## src/design/i2cbd_pkg.sv

```systemverilog
`timescale 1ns / 1ps
`default_nettype none

package i2cbd_pkg;

  localparam int SAMPLE_W = 16;
  localparam int LINE_W   = 4;
  localparam int COUNT_W  = 9;
  localparam int BYTE_W   = 8;
  localparam int BITPOS_W = 4;

  localparam logic [BITPOS_W-1:0] BITPOS_FIRST = 4'd7;

  // register index, taken from paddr[3:2]
  localparam logic [1:0] REG_SCL_LINE  = 2'd0;
  localparam logic [1:0] REG_SDA_LINE  = 2'd1;
  localparam logic [1:0] REG_BYTE_CNT  = 2'd2;

  typedef struct packed {
    logic [LINE_W-1:0]  scl_line;
    logic [LINE_W-1:0]  sda_line;
    logic [COUNT_W-1:0] byte_count;
  } cfg_t;

  typedef struct packed {
    logic               last_byte;
    logic [COUNT_W-1:0] byte_index;
    logic               nack;
    logic [BYTE_W-1:0]  byte_value;
  } result_t;

endpackage

`default_nettype wire

```

## src/design/i2cbd_core.sv

```systemverilog
`timescale 1ns / 1ps
`default_nettype none

module i2cbd_core
  import i2cbd_pkg::*;
(
  input  wire logic                clk,
  input  wire logic                rst,
  input  wire logic                adv,
  input  wire logic [SAMPLE_W-1:0] in_word,
  input  wire cfg_t                cfg,
  output logic                     res_valid,
  output result_t                  res
);

  logic                in_transfer, in_transfer_next;
  logic                prev_scl, prev_scl_next;
  logic                prev_sda, prev_sda_next;
  logic [BITPOS_W-1:0] bit_position, bit_position_next;
  logic [BYTE_W-1:0]   shift_byte, shift_byte_next;
  logic                ack_pending, ack_pending_next;
  logic [COUNT_W-1:0]  bytes_done, bytes_done_next;

  logic                scl, sda, last, rise_ok;
  logic [COUNT_W:0]    done_plus;

  assign scl       = in_word[cfg.scl_line];
  assign sda       = in_word[cfg.sda_line];
  assign done_plus = {1'b0, bytes_done} + {{COUNT_W{1'b0}}, 1'b1};
  assign last      = done_plus >= {1'b0, cfg.byte_count};

  always_comb begin
    in_transfer_next  = in_transfer;
    bit_position_next = bit_position;
    shift_byte_next   = shift_byte;
    ack_pending_next  = ack_pending;
    bytes_done_next   = bytes_done;
    prev_scl_next     = scl;
    prev_sda_next     = sda;
    rise_ok           = 1'b0;
    res_valid         = 1'b0;
    res.byte_value    = shift_byte;
    res.nack          = sda;
    res.byte_index    = bytes_done;
    res.last_byte     = last;

    if (!in_transfer) begin
      // start condition: sda falls while scl high
      if (prev_sda && !sda && scl) begin
        in_transfer_next  = 1'b1;
        bit_position_next = BITPOS_FIRST;
        shift_byte_next   = '0;
        ack_pending_next  = 1'b0;
        bytes_done_next   = '0;
      end
    end else begin
      rise_ok = 1'b1;
      if (ack_pending) begin
        res_valid        = 1'b1;
        ack_pending_next = 1'b0;
        bytes_done_next  = done_plus[COUNT_W-1:0];
        if (last) begin
          in_transfer_next  = 1'b0;
          bit_position_next = BITPOS_FIRST;
          rise_ok           = 1'b0;
        end
      end
      if (rise_ok && !prev_scl && scl) begin
        if (bit_position[BITPOS_W-1]) begin
          ack_pending_next  = 1'b1;
          bit_position_next = BITPOS_FIRST;
        end else begin
          shift_byte_next[bit_position[2:0]] = sda;
          bit_position_next = bit_position - 4'd1;
        end
      end
    end
  end

  always_ff @(posedge clk) begin
    if (rst) begin
      in_transfer  <= 1'b0;
      prev_scl     <= 1'b1;
      prev_sda     <= 1'b1;
      bit_position <= BITPOS_FIRST;
      shift_byte   <= '0;
      ack_pending  <= 1'b0;
      bytes_done   <= '0;
    end else if (adv) begin
      in_transfer  <= in_transfer_next;
      prev_scl     <= prev_scl_next;
      prev_sda     <= prev_sda_next;
      bit_position <= bit_position_next;
      shift_byte   <= shift_byte_next;
      ack_pending  <= ack_pending_next;
      bytes_done   <= bytes_done_next;
    end
  end

`ifndef ASSERT_OFF
  a_idle_no_ack: assert property (@(posedge clk) disable iff (rst)
    !in_transfer |-> !ack_pending)
    else $error("ack pending outside a transfer");

  a_last_rearms: assert property (@(posedge clk) disable iff (rst)
    adv && res_valid && res.last_byte |=> !in_transfer)
    else $error("no re-arm after last byte");

  a_ack_once: assert property (@(posedge clk) disable iff (rst)
    adv && ack_pending |=> !ack_pending)
    else $error("acknowledge captured twice");

  a_count_step: assert property (@(posedge clk) disable iff (rst)
    adv && res_valid && !res.last_byte |=>
      bytes_done == $past(bytes_done) + 9'd1)
    else $error("byte counter did not advance");
`endif

endmodule

`default_nettype wire

```

## src/design/i2c_sampled_bus_byte_decoder_top.sv

```systemverilog
// channel   | handshake                 | payload
// s (in)    | s_tvalid / s_tready       | s_tdata: sample_word
// m (out)   | m_tvalid / m_tready       | m_tdata: byte_value, nack, byte_index; m_tlast
// apb (cfg) | psel, penable, pwrite     | paddr, pwdata, prdata
//
// one sample a cycle while the output is not held; a decoded byte leaves after its acknowledge sample
// input register, decode logic, then output register; stall only if output is held
// synchronous reset returns to hunting for a start with both lines idle high
// register writes take effect on the next sample decoded
`timescale 1ns / 1ps
`default_nettype none

module i2c_sampled_bus_byte_decoder_top
  import i2cbd_pkg::*;
(
  input  wire logic        clk,
  input  wire logic        rst,
  input  wire logic        s_tvalid,
  output logic             s_tready,
  input  wire logic [15:0] s_tdata,   // [15:0] sample_word
  output logic             m_tvalid,
  input  wire logic        m_tready,
  output logic [23:0]      m_tdata,   // [7:0] byte_value, [8] nack, [17:9] byte_index
  output logic             m_tlast,   // last_byte
  input  wire logic        psel,
  input  wire logic        penable,
  input  wire logic        pwrite,
  input  wire logic [3:0]  paddr,
  input  wire logic [31:0] pwdata,
  output logic [31:0]      prdata,
  output logic             pready
);

  cfg_t                cfg;
  logic                stage_valid;
  logic [SAMPLE_W-1:0] stage_word;
  logic                adv;
  logic                res_valid;
  result_t             res;
  logic [1:0]          reg_idx;

  assign pready  = 1'b1;
  assign reg_idx = paddr[3:2];

  always_ff @(posedge clk) begin
    if (rst) begin
      cfg.scl_line   <= 4'd0;
      cfg.sda_line   <= 4'd1;
      cfg.byte_count <= 9'd1;
    end else if (psel && penable && pwrite && pready) begin
      case (reg_idx)
        REG_SCL_LINE: cfg.scl_line   <= pwdata[LINE_W-1:0];
        REG_SDA_LINE: cfg.sda_line   <= pwdata[LINE_W-1:0];
        REG_BYTE_CNT: cfg.byte_count <= pwdata[COUNT_W-1:0];
        default: ;
      endcase
    end
  end

  always_comb begin
    case (reg_idx)
      REG_SCL_LINE: prdata = {{(32-LINE_W){1'b0}}, cfg.scl_line};
      REG_SDA_LINE: prdata = {{(32-LINE_W){1'b0}}, cfg.sda_line};
      REG_BYTE_CNT: prdata = {{(32-COUNT_W){1'b0}}, cfg.byte_count};
      default:      prdata = '0;
    endcase
  end

  assign adv      = stage_valid && (!m_tvalid || m_tready);
  assign s_tready = !stage_valid || adv;

  always_ff @(posedge clk) begin
    if (rst) begin
      stage_valid <= 1'b0;
    end else if (s_tvalid && s_tready) begin
      stage_valid <= 1'b1;
    end else if (adv) begin
      stage_valid <= 1'b0;
    end
  end

  always_ff @(posedge clk) begin
    if (s_tvalid && s_tready) begin
      stage_word <= s_tdata;
    end
  end

  i2cbd_core u_core (
    .clk       (clk),
    .rst       (rst),
    .adv       (adv),
    .in_word   (stage_word),
    .cfg       (cfg),
    .res_valid (res_valid),
    .res       (res)
  );

  always_ff @(posedge clk) begin
    if (rst) begin
      m_tvalid <= 1'b0;
    end else if (adv) begin
      m_tvalid <= res_valid;
    end else if (m_tready) begin
      m_tvalid <= 1'b0;
    end
  end

  always_ff @(posedge clk) begin
    if (adv && res_valid) begin
      m_tdata <= {6'd0, res.byte_index, res.nack, res.byte_value};
      m_tlast <= res.last_byte;
    end
  end

endmodule

`default_nettype wire

```

## config.mk

```make
export PLATFORM = sky130hd
export DESIGN_NAME = i2c_sampled_bus_byte_decoder_top
export DESIGN_NICKNAME = d
export VERILOG_FILES = /design/src/design/i2cbd_pkg.sv /design/src/design/i2cbd_core.sv /design/src/design/i2c_sampled_bus_byte_decoder_top.sv
export SDC_FILE = /design/constraint.sdc
export NUM_CORES = 1
export LEC_CHECK = 0
export BUFFER_PORTS_ARGS = -buffer_cell sky130_fd_sc_hd__buf_2
export CORE_MARGIN = 3
export CORE_UTILIZATION = 45
export DETAILED_ROUTE_END_ITERATION = 10
export HOLD_SLACK_MARGIN = 0.08
export PLACE_DENSITY = 0.82
export SLEW_MARGIN = 25
export SYNTH_ARGS = -nofsm -noshare
export SYNTH_HDL_FRONTEND = slang
export SYNTH_HIERARCHICAL = 1
export SYNTH_SLANG_ARGS = --single-unit
```

## constraint.sdc

```tcl
create_clock -name clk -period 4.1 [get_ports clk]
set_clock_uncertainty 0.15 [all_clocks]
set_input_delay 0.41 -clock clk [delete_from_list [all_inputs] [get_ports clk]]
set_output_delay 0.41 -clock clk [all_outputs]
set_load 0.005 [all_outputs]
```

==> key figures <==
Status
  – Status: finished clean

Critical path
  – CP Capture Type: flop
  – Critical path class: reg2reg
  – Worst Path Required: 4190 ps
  – Reg2reg start: u_core/bytes_done[2]$_SDFFE_PP0P_
  – Reg2Reg Setup Slack: 440 ps
  – Reg2reg end: u_core/shift_byte[3]$_SDFFE_PP0P_
  – WP data arrival: 3750 ps
  – Register-to-Register Path Depth: 12
  – Worst-path maximum fanout: 8
  – Crit start category: flop

Routing
  – Routed WL: 7880 µm
  – DRC Markers: 0
  – Post-DRT Antenna Nets: 0
  – DR iter-0 viols: 179
  – Drt via density: 5.24
  – Pre-Repair DR Iteration Count: 5
  – WL per Instance: 13.6 µm
  – Vias: 3,042

Flow run
  – Number of max-cap violations: 0

Power
  – Worst VDD drop: 0.179 mV
  – Share of power burned in registers: 0.564
  – Leakage power: 0.00190 µW
  – Clock power share: 0.367
  – Internal power: 1150 µW
  – Sw Share: 0.227
  – Sw power: 339 µW
  – Pwr dens: 315 nW/µm²
  – Combinational fraction of design power: 0.070

Synthesis
  – Synthesized cell area: 4150 µm²
  – Seq/Total Area, Yosys: 0.466
  – Post-synth EDFFs: 35
  – Distinct cell type count after synthesis: 56
  – Ys flop type: dfxtp_1
  – Avg Inst Size Synth: 10.4 µm²
  – Synthesized flop and latch total: 79
  – Yosys warnings: 6
  – Async SR Flop Fraction: 0
  – Cells after Synth: 399

Layout
  – Design Area, Final: 4730 µm²
  – Commonest non-fill, non-tap cell in the layout: buf_2
  – Layout cells sized above 1: 0.197
  – Final #Nets: 538
  – P&R area growth vs syn: 14.1%
  – Antenna cells: 0
  – Most frequent cells in the layout: buf_2, dfxtp_1, edfxtp_1

STA
  – Minimum clock period: 3660 ps
  – WHS: 104 ps
  – Final hold viol count: 0
  – Slew Limit Headroom: 0.435
  – RSZ-0062 raised after global routing: false
  – Slew Limit Fails: 0
  – Setup_tns: 0 ps
  – Final Cycle Share: 0.892
  – Achievable frequency: 0.274 GHz
  – Worst Max-Slew Pin Slew: 847 ps
  – Setup violations, final: 0
  – Final worst setup slack: 444 ps

Clocking
  – CTS Root Cell: clkbuf_8
  – Clock buffer depth: 2
  – CTS tree: done
  – H-tree levels: 3
  – Worst-Skew Late Latency: 350 ps
  – CTS Sinks: 79
  – Clk slew on worst S/H paths: 80 ps
  – Post-cts sizing count: 0
  – Post-CTS setup buffer count: 0
  – CTS buffer count: 9

Min path
  – Hold path endpoint: stage_word[14]$_DFFE_PP_
  – Worst hold path startpoint: s_tdata[14]
  – Hold Path Depth: 1
  – Hold WC Path Type: in2reg

Global routing
  – Vias in the first global route: 2,898
  – Initial antenna violation count: 0
  – Largest net degree at the start of global routing: 43
  – Congestion Overflow GR: 0
  – Gr usage total: 0.160
  – First-pass GRT wire length: 13,200 µm

Placement
  – Final HPWL DP: 5780 µm
  – Area of placed instances: 4390 µm²
  – Pre-CTS WS: 464 ps
  – PortBufs: 63
  – Routability Congestion: 0.918

Die
  – Die width: 102 µm
  – Die Y: 102 µm
  – Site row count: 34
  – Initial Util: 0.469
  – Die footprint: 10,400 µm²
  – Placeable core area: 8850 µm²
  – I/O pin cnt: 119
## cell usage after synthesis (3+ instances only)
master | instances | area share
a22oi_1 | 5 | 0.0091
o21ai_0 | 16 | 0.019
buf_4 | 32 | 0.058
clkbuf_1 | 12 | 0.011
nor2b_1 | 6 | 0.0091
and3_1 | 9 | 0.014
nor3_1 | 5 | 0.0060
nor2_1 | 22 | 0.020
a21oi_1 | 16 | 0.019
nor4_1 | 3 | 0.0045
inv_1 | 18 | 0.016
nand3b_1 | 3 | 0.0054
mux2i_1 | 23 | 0.056
or3_1 | 3 | 0.0045
dfxtp_1 | 44 | 0.21
mux4_2 | 3 | 0.016
nand2_1 | 34 | 0.031
mux4_1 | 4 | 0.025
nand2b_1 | 26 | 0.039
a211oi_1 | 3 | 0.0054
nand3_1 | 11 | 0.013
edfxtp_1 | 35 | 0.25
ha_1 | 11 | 0.033
a32o_1 | 4 | 0.0097
xnor2_1 | 5 | 0.011
and2_1 | 8 | 0.012
## critical path: stages (launching register included)
cell and delay [ps]:
dfxtp_1 480, and3_1 240, and3_1 210, nand3_1 100, xnor2_1 220, ha_1 280, a21oi_1 150, nor2b_1 70
a311oi_1 430, a21boi_0 340, o41ai_4 490, nand2_1 120, a32o_1 270
## state kept, by name (all words and copies together), names as in the netlist
register	count
m_tlast	1
u_core/bytes_done	9
u_core/bit_position	4
cfg	17
u_core/shift_byte	8
m_tvalid	1
u_core/prev_scl	1
stage_word	16
u_core/ack_pending	1
m_tdata	18
stage_valid	1
u_core/prev_sda	1
u_core/in_transfer	1
## stage by stage
step,util,total power (µW),std cells
final,0.535,1490,581
after global routing,0.535,1560,581
after CTS,0.534,1510,580
after detailed placement,0.496,952,550
after global placement,0.496,948,550
after floorplan,-,944,427
## repair_timing
action,4_1_cts,5_1_grt
hold buffers,14,1
endpoints found under the setup margin,0,0
endpoints found under the hold margin,14,1
## cell type report
cell class / instances / area (µm²)
fillers: 757 / 4110
clock buffers: 12 / 166
inverters: 18 / 67.6
flip-flops and latches: 79 / 1930
clock inverters: 4 / 26.3
repair buffers: 78 / 465
multi-input cells: 282 / 1940
well taps: 108 / 135
## power by group through the flow
| stage | Combinational, µW | Clock, µW | Sequential [µW] |
|---|---|---|---|
| after floorplan | 88.2 | 0 | 855 |
| after global placement | 89.4 | 0 | 859 |
| after detailed placement | 92.4 | 0 | 860 |
| after CTS | 103 | 565 | 842 |
| after global routing | 117 | 603 | 844 |
| final | 104 | 548 | 842 |
## routing by layer
metal,track usage,routed length (µm),up-vias
met5,0,0,-
li1,-,-,1520
met2,0.273,3980,79
met1,0.200,3390,1434
met4,0.0454,94,0
met3,0.0451,415,9
## worst max path at each step
stage | start | endpoint | slack, ps | depth (start not counted)
after floorplan | u_core/bytes_done[0]$_SDFFE_PP0P_ | u_core/bit_position[3]$_SDFFE_PP0P_ | 920 | 12
after global placement | u_core/bytes_done[0]$_SDFFE_PP0P_ | u_core/shift_byte[6]$_SDFFE_PP0P_ | 520 | 11
after detailed placement | u_core/bytes_done[0]$_SDFFE_PP0P_ | u_core/shift_byte[3]$_SDFFE_PP0P_ | 460 | 11
after CTS | u_core/bytes_done[0]$_SDFFE_PP0P_ | u_core/shift_byte[6]$_SDFFE_PP0P_ | 440 | 11
after global routing | u_core/bytes_done[0]$_SDFFE_PP0P_ | u_core/shift_byte[6]$_SDFFE_PP0P_ | 100 | 11
final | u_core/bytes_done[2]$_SDFFE_PP0P_ | u_core/shift_byte[3]$_SDFFE_PP0P_ | 440 | 12
## cells by family after synthesis
logic type | synth area share
AND/OR/NAND/NOR | 0.173
flip-flops | 0.466
AO/OA/AOI/OAI | 0.120
buffers and inverters | 0.0914
multiplexers | 0.0998
adder cells (fa/ha/maj) | 0.0332
XOR/XNOR | 0.0148
other | 0.00181
Note: power is estimated with default switching activity, not from simulation.
